## config.mk

```make
export PLATFORM = sky130hd
export DESIGN_NAME = scpa_ctrl
export DESIGN_NICKNAME = d
export VERILOG_FILES = /design/src/design/scpa_pkg.sv /design/src/design/scpa_ctrl.sv
export VERILOG_INCLUDE_DIRS = /design/src /design/src/design
export SDC_FILE = /design/constraint.sdc
export NUM_CORES = 1
export LEC_CHECK = 0
export BUFFER_PORTS_ARGS = -buffer_cell sky130_fd_sc_hd__buf_4
export CORE_AREA = 2 2 39 41
export CTS_CLUSTER_DIAMETER = 100
export DETAILED_ROUTE_END_ITERATION = 8
export DIE_AREA = 0 0 41 43
export PLACE_DENSITY = 0.37
export REMOVE_ABC_BUFFERS = 1
export SETUP_SLACK_MARGIN = 0.2
export SLEW_MARGIN = 20
export SYNTH_ARGS = -nofsm -noshare
export SYNTH_HDL_FRONTEND = slang
export SYNTH_SLANG_ARGS = --single-unit
```

## constraint.sdc

```tcl
create_clock -name clk -period 1.9 [get_ports clk]
set_input_delay 0.38 -clock clk [delete_from_list [all_inputs] [get_ports clk]]
set_output_delay 0.38 -clock clk [all_outputs]
set_load 0.01 [all_outputs]
```

## src/design/assert_macros.svh

```systemverilog
// assertion macros shared by the allocator modules
`ifndef ASSERT_MACROS_SVH
`define ASSERT_MACROS_SVH

// property must hold at every clock edge outside reset
`define ASSERT_HOLDS(label, clk, rst, prop, msg) \
  label: assert property (@(posedge clk) disable iff (rst) (prop)) else $error(msg);

// condition must never be seen at a clock edge outside reset
`define ASSERT_NEVER(label, clk, rst, cond, msg) \
  label: assert property (@(posedge clk) disable iff (rst) !(cond)) else $error(msg);

`endif

```

## src/design/scpa_pkg.sv

```systemverilog
// shared types, codes and default sizes of the size class pool allocator
package scpa_pkg;

  // default geometry; granule and arena sizes are powers of two
  localparam int unsigned GRANULE_BYTES_DEF     = 16;
  localparam int unsigned NUM_ARENAS_DEF        = 8;
  localparam int unsigned ARENA_BYTES_DEF       = 4096;
  localparam int unsigned LARGE_BLOCK_BYTES_DEF = 1024;

  // one request word carries a size in 4-byte units
  localparam int unsigned WORD_SHIFT = 2;

  localparam int unsigned ADDR_W = 32;
  localparam int unsigned SIZE_W = 16;
  localparam int unsigned STAT_W = 2;

  // result status codes
  localparam logic [STAT_W-1:0] STATUS_DONE      = 2'd0;
  localparam logic [STAT_W-1:0] STATUS_BAD_SIZE  = 2'd1;
  localparam logic [STAT_W-1:0] STATUS_EXHAUSTED = 2'd2;
  localparam logic [STAT_W-1:0] STATUS_IGNORED   = 2'd3;

  // request opcodes
  localparam logic FUNC_ALLOC = 1'b0;
  localparam logic FUNC_FREE  = 1'b1;

  // decoded request kind, latched between decode and commit
  typedef enum logic [2:0] {
    KIND_BAD,
    KIND_POP,
    KIND_CARVE,
    KIND_FULL,
    KIND_FREE,
    KIND_IGNORE
  } kind_t;

  // commands from the controller to the datapath
  typedef struct packed {
    logic load_in;
    logic decode;
    logic commit;
  } scpa_cmd_t;

endpackage

```

## src/design/scpa_ctrl.sv

```systemverilog
// controller state machine of the size class pool allocator
`include "assert_macros.svh"

module scpa_ctrl (
  input  logic              clk,
  input  logic              rst,
  input  logic              in_valid,
  output logic              in_stall,
  output logic              out_valid,
  input  logic              out_stall,
  output scpa_pkg::scpa_cmd_t cmd
);
  import scpa_pkg::*;

  typedef enum logic [1:0] {
    S_IDLE,
    S_DECODE,
    S_EXEC
  } state_t;

  state_t state;
  state_t state_next;
  logic   out_free;
  logic   accept;

  assign out_free = !out_valid || !out_stall;
  assign in_stall = !((state == S_IDLE) || ((state == S_EXEC) && out_free));
  assign accept   = in_valid && !in_stall;

  always_comb begin
    cmd.load_in = accept;
    cmd.decode  = (state == S_DECODE);
    cmd.commit  = (state == S_EXEC) && out_free;
  end

  always_comb begin
    state_next = state;
    case (state)
      S_IDLE: begin
        if (accept) state_next = S_DECODE;
      end
      S_DECODE: begin
        state_next = S_EXEC;
      end
      S_EXEC: begin
        if (out_free) state_next = accept ? S_DECODE : S_IDLE;
      end
      default: begin
        state_next = S_IDLE;
      end
    endcase
  end

  always_ff @(posedge clk) begin
    if (rst) begin
      state     <= S_IDLE;
      out_valid <= 1'b0;
    end else begin
      state <= state_next;
      if (cmd.commit) begin
        out_valid <= 1'b1;
      end else if (!out_stall) begin
        out_valid <= 1'b0;
      end
    end
  end

  `ASSERT_HOLDS(a_commit_into_free_slot, clk, rst, cmd.commit |-> out_free, "commit over a held result")
  `ASSERT_HOLDS(a_no_accept_in_decode, clk, rst, (state == S_DECODE) |-> in_stall, "word taken during decode")
  `ASSERT_HOLDS(a_commit_shows_result, clk, rst, cmd.commit |=> out_valid, "committed result not shown")

endmodule

```

* Word level (Yosys, flattened, before mapping)
Cells that the tools add are included.
Storage, ports and cells: memory bits (writable) 0, bits in read-only memories 0, bits in latches 0, output and inout port bits 5, word-level logic and storage cells 22, flip-flop bits (word level) 3, memories 0
Cells by class: magnitude comparators 0, mux-type cells 6, bitwise logic cells 0, add/subtract/negate cells 0, shift operators 0, eq/ne operators 5, reduce and logical (&&, ||, !) cells 9, div/mod/pow operators 0, multipliers 0
Operator list (count):
- $pmux W2 S3 | 1
- $mux W2 | 2
- $ne A2 B2 Y1 const B | 2
- $logic_not A1 Y1 | 3
- $mux W1 | 3
- $eq A2 B1 Y1 const B | 1
- $eq A2 B2 Y1 const B | 1
- $logic_and A1 B1 Y1 | 2
- $logic_not A2 Y1 | 1
- $logic_or A1 B1 Y1 | 2
- $ne A2 B1 Y1 const B | 1
- $reduce_and A2 Y1 | 1

* Logic depth before layout (Yosys ltp)
Gate-level depths: netlist of run 1.
word-level depth 8, gate-level depth with buffers 3, gate-level depth less buffers 2

* Least setup slack after synthesis of run 1
OpenSTA, ideal clock, no wires.
path kind input -> output, start point input out_stall, end point output cmd[2] (netlist bit), stages 3, data arrival time 847 ps, data required time 1520 ps, path slack 673 ps, cell sequence and3_4 nor3b_1 buf_4
Between the ends: cells in the longest elaborated chain, start to end 5
RTL lines:
- from (decl) | RTL line scpa_ctrl.sv:10 | input logic out_stall,
- $logic_not A1 Y1
- $logic_or A1 B1 Y1 | RTL line scpa_ctrl.sv:26 | assign out_free = !out_valid || !out_stall;
- $logic_and A1 B1 Y1 | RTL line scpa_ctrl.sv:27 | assign in_stall = !((state == S_IDLE) || ((state == S_EXEC) && out_free));
- $logic_or A1 B1 Y1 | RTL line scpa_ctrl.sv:27
- $logic_and A1 B1 Y1 | RTL line scpa_ctrl.sv:28 | assign accept = in_valid && !in_stall;
- to (decl) | RTL line scpa_ctrl.sv:11 | output scpa_pkg::scpa_cmd_t cmd
Every way passes these cells.

==> results of run 1 <==
cell type report:
cell class / instances / area [um^2] / area share (%)
clock buffer: 4 / 26.3 / 10.5
timing repair buffer: 8 / 60.1 / 24.0
tap: 16 / 20.0 / 8.00
multi-input combinational: 11 / 80.1 / 32.0
inverter: 1 / 3.75 / 1.50
sequential: 3 / 60.1 / 24.0
sequential cells by signal, indices dropped and copies added (netlist names):
name       count
out_valid      1
state          2
routing by layer:
metal / global-route usage [%] / up-vias / wire length [um]
met1: 6.41 / 56 / 166
met3: 3.14 / 0 / 67
met4: 4.00 / 0 / 0
met2: 4.69 / 9 / 115
li1: - / 77 / -
met5: 0 / - / 0
power by group:
| group | switching [uW] | internal, uW |
|---|---|---|
| sequential | 3.38 | 66.2 |
| clock | 30.1 | 78.5 |
| combinational | 10.3 | 15.3 |
logic make-up after synthesis:
| group | share of synthesized area, % |
|---|---|
| buf+inv | 11.8 |
| compound gates | 9.45 |
| simple gates | 40.9 |
| flops | 37.8 |
cell usage after synthesis:
| master | number | area [um^2] |
|---|---|---|
| nand2_1 | 1 | 3.75 |
| or2_1 | 1 | 6.26 |
| nor4b_2 | 1 | 15.0 |
| nand4b_1 | 1 | 8.76 |
| inv_1 | 1 | 3.75 |
| dfxtp_1 | 3 | 60.1 |
| buf_4 | 2 | 15.0 |
| nor3b_1 | 1 | 7.51 |
| a21oi_1 | 3 | 15.0 |
| and3_4 | 1 | 11.3 |
| nand2b_1 | 2 | 12.5 |
path summary, 6_finish.rpt:
check                                       startpoint                      to  slack, ns  depth (start not counted)
worst max-delay path            out_valid$_SDFFE_PP0P_                  cmd[2]       0.43                          3
worst min-delay path                               rst   state[1]$_SDFFE_PP0P_       0.34                          2
worst max register to register  out_valid$_SDFFE_PP0P_   state[0]$_SDFFE_PP0P_       1.09                          2
worst min register to register  out_valid$_SDFFE_PP0P_  out_valid$_SDFFE_PP0P_       0.51                          2
cells in the final DEF (no fill, tap or decap):
cell type	Yosys	layout
nand2b_1	2	2
nor4b_2	1	1
a21oi_1	3	3
clkbuf_4	0	3
or2_1	1	1
buf_4	2	8
clkbuf_1	0	1
dfxtp_1	3	3
nor3b_1	1	1
and3_4	1	1
nand4b_1	1	1
inv_1	1	1
nand2_1	1	1
stage by stage:
step           cells  setup slack (ns)  area (um^2)  power, uW
2_1_floorplan     15             0.657          144       80.1
3_3_place_gp      39             0.498          224       96.2
3_5_place_dp      39             0.495          224       96.7
4_1_cts           43             0.413          250        211
5_1_grt           43             0.349          250        218
6_report          43             0.434          250        204
==> out/metrics.cfg, run 1 <==
[status]
status=complete, no violations

[global_route]
globalRouteOverflowTotal=0
track_usage_pct=4.71
grt_pass1_vias=138
grt_pass1_wl_um=517
antenna_found_initial=0
grt_max_degree=7

[worst_setup_path]
cpPeakStageDelay_ns=0.33
crit_buf_inv=1
cp.required_ns=1.52
crit_chain=and3_4, nor3b_1, buf_4
crit_arrival_ns=1.09
end_kind=output pin
crit_family=simple AND/OR/NAND/NOR gates
critPathLaunchType=flop
crit_fanout=5
crit_path_top_delay_cell=dfxtp_1
path_class=flop to output pin

[floorplan]
core_mm2=0.00138
die_w_um=41
rows=14
die-height_um=43
io_pins=9
die_area_mm2=0.00176
start_util_pct=11.5

[synthesis]
seq_area_frac_synth_pct=37.8
yosysWarnings=0
ys_ff_latch=3
synth.distinct_cells=11
synth_area_um2=159
syn_inst=17
syn_avg_cell_area_um2=9.35

[sta]
tightest_slew_ns=0.185
fin_hold_ws_ns=0.335
slew_violations=0
hold_viol=0
fmax_ghz=0.682
finalSetupTns_ns=0
fin_crit_ns=1.47
rsz0062_at_grt=no
finalSetupViolCount=0
slew-limit-headroom_pct=87.6
fin_skew_ns=0.00218
fin_crit_sh_pct=77.2

[power]
peakVddDrop_mv=0.309
power_density_mw_per_mm2=815
cellLeakagePower_uw=0.000112

[clock_tree]
cts.sinks=3
ctsHoldBuffers=0
postCtsSetupRepairBufs=0
cts_max_level=1
clock_path_buffers=2
path_clk_slew_ns=0.04
clk_latency_ns=0.23
numCtsBuffers=3
clockRootBuffer=clkbuf_4
cts_resized=0
cts_tree=built

[routing]
ant_nets=0
drt_wl_total_um=349
drt_first_pass_iters=2
post-route-drc-count=0
num_vias=142
wire_per_inst_um=8.12
drtIter0Drc=1
routed_via_density=3.30

[hold_path]
hold_path_class=primary input to flop

[finish]
nNetsFinal=32
area_growth_pct=57.5
layout-drive-gt1-share_pct=48.1
final_util_pct=18.1
nFillCells=160
diodes=0

[place]
dpl.hpwl_um=289
io_buffers=8
gp_congestion=0.578

[flow_run]
maxCapViolCount=0

Note: power is estimated with default switching activity, not from simulation.
==> run 2, diff against run 1 <==
clock period = 1.5 ns   (was 1.9 ns; I/O delays follow)
==> out/metrics.cfg, run 2 (synthesis results as in run 1) <==
[power]
internal-power_uw=207  ; +30%
peakVddDrop_mv=0.196  ; -37%
p_switching_uw=59.0  ; +35%
seq_power_share_pct=32.6  ; -1.5 points
power_density_mw_per_mm2=930  ; +14%
clkPwrFrac_pct=52.5  ; -0.8 points
fin_total_pwr_uw=266  ; +31%
switching_share_pct=22.1  ; +0.66 points
power_frac_comb_pct=14.9  ; +2.3 points
cellLeakagePower_uw=0.000131  ; +17%

[worst_setup_path]
crit_chain=and3_4, or2_1, buf_6
crit_path_top_delay_cell=dfxtp_4
crit_fanout=4  ; -1
crit_arrival_ns=1.06  ; -0.03 ns
path_class=flop to output pin
cp.required_ns=1.20  ; -0.32 ns
critPathLaunchType=flop
crit_buf_inv=1  ; unchanged
cpPeakStageDelay_ns=0.34  ; about the same
r2r_slack_ns=0.73  ; -0.36 ns
end_kind=output pin
crit_family=simple AND/OR/NAND/NOR gates

[routing]
drtIter0Drc=1  ; unchanged
wire_per_inst_um=8.27  ; +1.9%
post-route-drc-count=0  ; unchanged
drt_wl_total_um=372  ; +6.6%
drt_first_pass_iters=3  ; +1
ant_nets=0  ; unchanged
num_vias=163  ; +15%
routed_via_density=3.62  ; +9.7%

[floorplan]
die_area_mm2=0.00176  ; unchanged
io_pins=9  ; unchanged
core_mm2=0.00138  ; unchanged
start_util_pct=11.5  ; unchanged
rows=14  ; unchanged
die_w_um=41  ; unchanged
die-height_um=43  ; unchanged

[place]
io_buffers=8  ; unchanged
gp_congestion=0.577  ; -0.16%

[global_route]
grt_pass1_vias=159  ; +15%
track_usage_pct=6.02  ; +1.3 points
grt_max_degree=7  ; unchanged
antenna_found_initial=0  ; unchanged
globalRouteOverflowTotal=0  ; unchanged
grt_pass1_wl_um=621  ; +20%

[clock_tree]
cts_max_level=1  ; unchanged
clk_latency_ns=0.23  ; about the same
cts_tree=built
cts.sinks=3  ; unchanged
clock_path_buffers=2  ; unchanged
numCtsBuffers=3  ; unchanged
path_clk_slew_ns=0.04  ; about the same
clockRootBuffer=clkbuf_4

[sta]
fin_crit_ns=1.36
slew-limit-headroom_pct=86.4  ; -1.3 points
rsz0062_at_grt=yes
fin_crit_sh_pct=90.4
fin_skew_ns=0.000400  ; -0.00178 ns
fmax_ghz=0.737
finalSetupTns_ns=0  ; unchanged
tightest_slew_ns=0.204  ; +0.0191 ns
finalSetupViolCount=0  ; unchanged
slew_violations=0  ; unchanged
hold_viol=0  ; unchanged

[flow_run]
maxCapViolCount=0  ; unchanged

[finish]
regMostFlops=state
final_common_cell=buf_4
nFillCells=154  ; -3.8%
area_growth_pct=80.3
layout-drive-gt1-share_pct=65.5  ; +17 points
mostFrequentLayoutCells=buf_4 (9), a21oi_1 (3), clkbuf_4 (3)
largest_register_ffs=2  ; unchanged
largestRegisters=state x2, out_valid x1
register_area_um2=65.1  ; +8.3%
final_util_pct=20.7  ; +2.6 points
diodes=0  ; unchanged
multi_input_area_um2=92.6  ; +16%
nNetsFinal=34  ; +6.3%

[hold_path]
hold_path_class=primary input to flop

[status]
status=complete, no violations

## run 2: cell types whose count changed in the layout (fill, tap and decap cells not counted)
cell and change:
dfxtp_1 -2, buf_4 +1, buf_6 +1, dfxtp_2 +1
dfxtp_4 +1, nand2b_1 -1, nand2b_4 +1, nor3b_1 -1
nor3b_2 +1
## run 2: repair_timing
| item | 4_1_cts | 5_1_grt |
|---|---|---|
| setup buffers | 1 | 1 |
| setup endpoints to repair | 3 | 3 |
| gates cloned | 0 | 0 |
| hold buffers | 0 | 0 |
| gates resized for setup | 3 | 3 |
## run 2: cell type report
cell class | count | share of cell area [%]
Clock buffer | 4 | 9.17
Timing Repair Buffer | 10 | 27.5
Inverter | 1 | 1.31
Tap cell | 16 | 6.99
Sequential cell | 3 | 22.7
Multi-Input combinational cell | 11 | 32.3
## run 2: final timing paths
kind	start	end	cells past startpoint
worst max register to register	state[0]$_SDFFE_PP0P_	state[1]$_SDFFE_PP0P_	2
worst min register to register	state[1]$_SDFFE_PP0P_	state[1]$_SDFFE_PP0P_	2
worst max-delay path	state[1]$_SDFFE_PP0P_	in_stall	3
worst min-delay path	rst	out_valid$_SDFFE_PP0P_	2
## run 2: metrics by stage
stage	cells	setup WS, ns	area (um^2)	hold WS (ns)
floorplan	15	0.350	144	0.369
global placement	39	0.255	224	0.492
detailed placement	39	0.255	224	0.494
CTS	44	0.148	264	0.236
global route	45	0.109	287	0.240
finish	45	0.144	287	0.249
## run 2: metal layers
metal | wire length [um] | vias up | GRT usage, %
li1 | - | 82 | -
met1 | 133 | 72 | 4.81
met2 | 176 | 9 | 7.50
met3 | 62 | 0 | 4.71
met4 | 0 | 0 | 8.00
met5 | 0 | - | 0
## run 2: power groups by stage
stage               clock network (uW)  logic [uW]  registers, uW
floorplan                            0        12.7           88.8
global placement                     0        32.9           89.0
detailed placement                   0        32.9           89.2
CTS                                150        36.0           87.7
global route                       154        43.6           87.9
finish                             140        39.7           86.9
==> run 3, diff against run 2 <==
PLACE_DENSITY = 0.38   (was 0.37)
clock period = 1.11 ns   (was 1.5 ns; I/O delays follow)
==> out/metrics.cfg, run 3 (synthesis results as in run 1) <==
[status]
status=finished, violations left
violations=negative setup slack

[finish]
fin_area_um2=294  ; +2.6%
area_growth_pct=85.0
mostFrequentLayoutCells=buf_4 (8), clkbuf_4 (3), a21oi_1 (2), buf_6 (2)
diodes=0  ; unchanged
largestRegisters=state x2, out_valid x1
largest_register_ffs=2  ; unchanged
regMostFlops=state
final_common_cell=buf_4
final_util_pct=21.2  ; +0.54 points
layout-drive-gt1-share_pct=69.0  ; +3.4 points
nNetsFinal=34  ; unchanged

[routing]
routed_via_density=3.78  ; +4.3%
drt_wl_total_um=466  ; +25%
num_vias=170  ; +4.3%
drtIter0Drc=7  ; +6
met3WireLength_um=64  ; +3.2%
post-route-drc-count=0  ; unchanged
drt-met1-wl_um=197  ; +48%
met2_wirelength_um=203  ; +15%
wire_per_inst_um=10.4  ; +25%
drt_first_pass_iters=2  ; -1
ant_nets=0  ; unchanged
highest_layer=met3

[power]
peakVddDrop_mv=0.424  ; +120%
p_switching_uw=82.2  ; +39%
power_density_mw_per_mm2=1240  ; +33%
seq_power_share_pct=32.4  ; -0.2 points
fin_total_pwr_uw=363  ; +36%
power_frac_comb_pct=16.0  ; +1.1 points
switching_share_pct=22.6  ; +0.48 points
internal-power_uw=281  ; +36%
cellLeakagePower_uw=0.000131  ; +0.23%
clkPwrFrac_pct=51.6  ; -0.9 points

[clock_tree]
clk_latency_ns=0.23  ; about the same
ctsHoldBuffers=0  ; unchanged
clock_path_buffers=2  ; unchanged
clockRootBuffer=clkbuf_4
path_clk_slew_ns=0.03  ; about the same
numCtsBuffers=3  ; unchanged
cts_tree=built
cts.sinks=3  ; unchanged
cts_max_level=1  ; unchanged

[place]
dpl.hpwl_um=290
io_buffers=8  ; unchanged
dpl_cell_area_um2=231  ; +3.4%
gp_congestion=0.594  ; +2.9%

[global_route]
grt_max_degree=7  ; unchanged
globalRouteOverflowTotal=0  ; unchanged
grt_pass1_vias=157  ; -1.3%
grt_pass1_wl_um=648  ; +4.3%
antenna_found_initial=0  ; unchanged
track_usage_pct=5.82  ; -0.20 points

[sta]
rsz0062_at_grt=yes
hold_viol=0  ; unchanged
slew-limit-headroom_pct=84.1  ; -2.3 points
tightest_slew_ns=0.239  ; +0.0347 ns
finalSetupViolCount=4  ; +4
fin_crit_sh_pct=115
fmax_ghz=0.784
fin_skew_ns=0.00290  ; +0.00250 ns
fin_crit_ns=1.28
slew_violations=0  ; unchanged
fin_ws_ns=-0.166  ; -0.310 ns

[worst_setup_path]
crit_arrival_ns=1.05  ; about the same
reg2reg_depth=2  ; unchanged
critPathLaunchType=flop
cp.required_ns=0.89  ; -0.31 ns
path_class=flop to output pin
end_kind=output pin
crit_fanout=3  ; -1

[floorplan]
die_w_um=41  ; unchanged
core_mm2=0.00138  ; unchanged
die-height_um=43  ; unchanged
start_util_pct=11.5  ; unchanged
rows=14  ; unchanged
io_pins=9  ; unchanged
die_area_mm2=0.00176  ; unchanged

[flow_run]
maxCapViolCount=0  ; unchanged

[hold_path]
hold_path_class=primary input to flop
hold_depth=2  ; unchanged

run 3: cell counts in the layout (fill, tap and decap cells not counted):
No cell type changed its count.
run 3: through the flow:
stage / cells / hold slack (ns) / worst slack [ns] / setup TNS [ns]
5_1_grt: 45 / 0.170 / -0.200 / -0.722
2_1_floorplan: 15 / 0.291 / 0.0384 / 0
6_report: 45 / 0.173 / -0.166 / -0.517
4_1_cts: 44 / 0.160 / -0.162 / -0.486
3_5_place_dp: 40 / 0.414 / 0.0183 / 0
3_3_place_gp: 40 / 0.409 / 0.0257 / 0
run 3: power groups by stage:
stage | clock network, uW | registers (uW) | logic (uW)
CTS | 198 | 119 | 51.6
detailed placement | 0 | 120 | 47.4
floorplan | 0 | 120 | 17.2
global route | 211 | 118 | 63.3
global placement | 0 | 119 | 46.6
finish | 187 | 118 | 58.3
run 3: layout make-up:
class	instances	area, um^2
Timing Repair Buffer	10	82.6
Sequential cell	3	65.1
Tap cell	16	20.0
Inverter	1	3.75
Multi-Input combinational cell	11	96.3
Clock buffer	4	26.3
Fill cell	160	1090
run 3: final timing paths:
path / slack, ns / startpoint / to
max: -0.17 / state[1]$_SDFFE_PP0P_ / in_stall
min: 0.17 / rst / out_valid$_SDFFE_PP0P_
max reg2reg: 0.31 / state[0]$_SDFFE_PP0P_ / state[1]$_SDFFE_PP0P_
min reg2reg: 0.57 / state[0]$_SDFFE_PP0P_ / state[0]$_SDFFE_PP0P_
run 3: layer usage:
layer / vias up / track usage (%)
li1: 82 / -
met3: 0 / 5.24
met4: 0 / 4.00
met1: 77 / 7.05
met2: 11 / 6.25
met5: - / 0
run 3: what timing repair did:
item / in CTS / in global routing
resized for setup: 5 / 3
endpoints found under the setup margin: 5 / 5
setup buffers: 0 / 1
run 3: critical path, stage by stage (launching register included):
cell and delay, ns:
dfxtp_4 0.33, and3_4 0.15, or2_1 0.22, buf_6 0.12
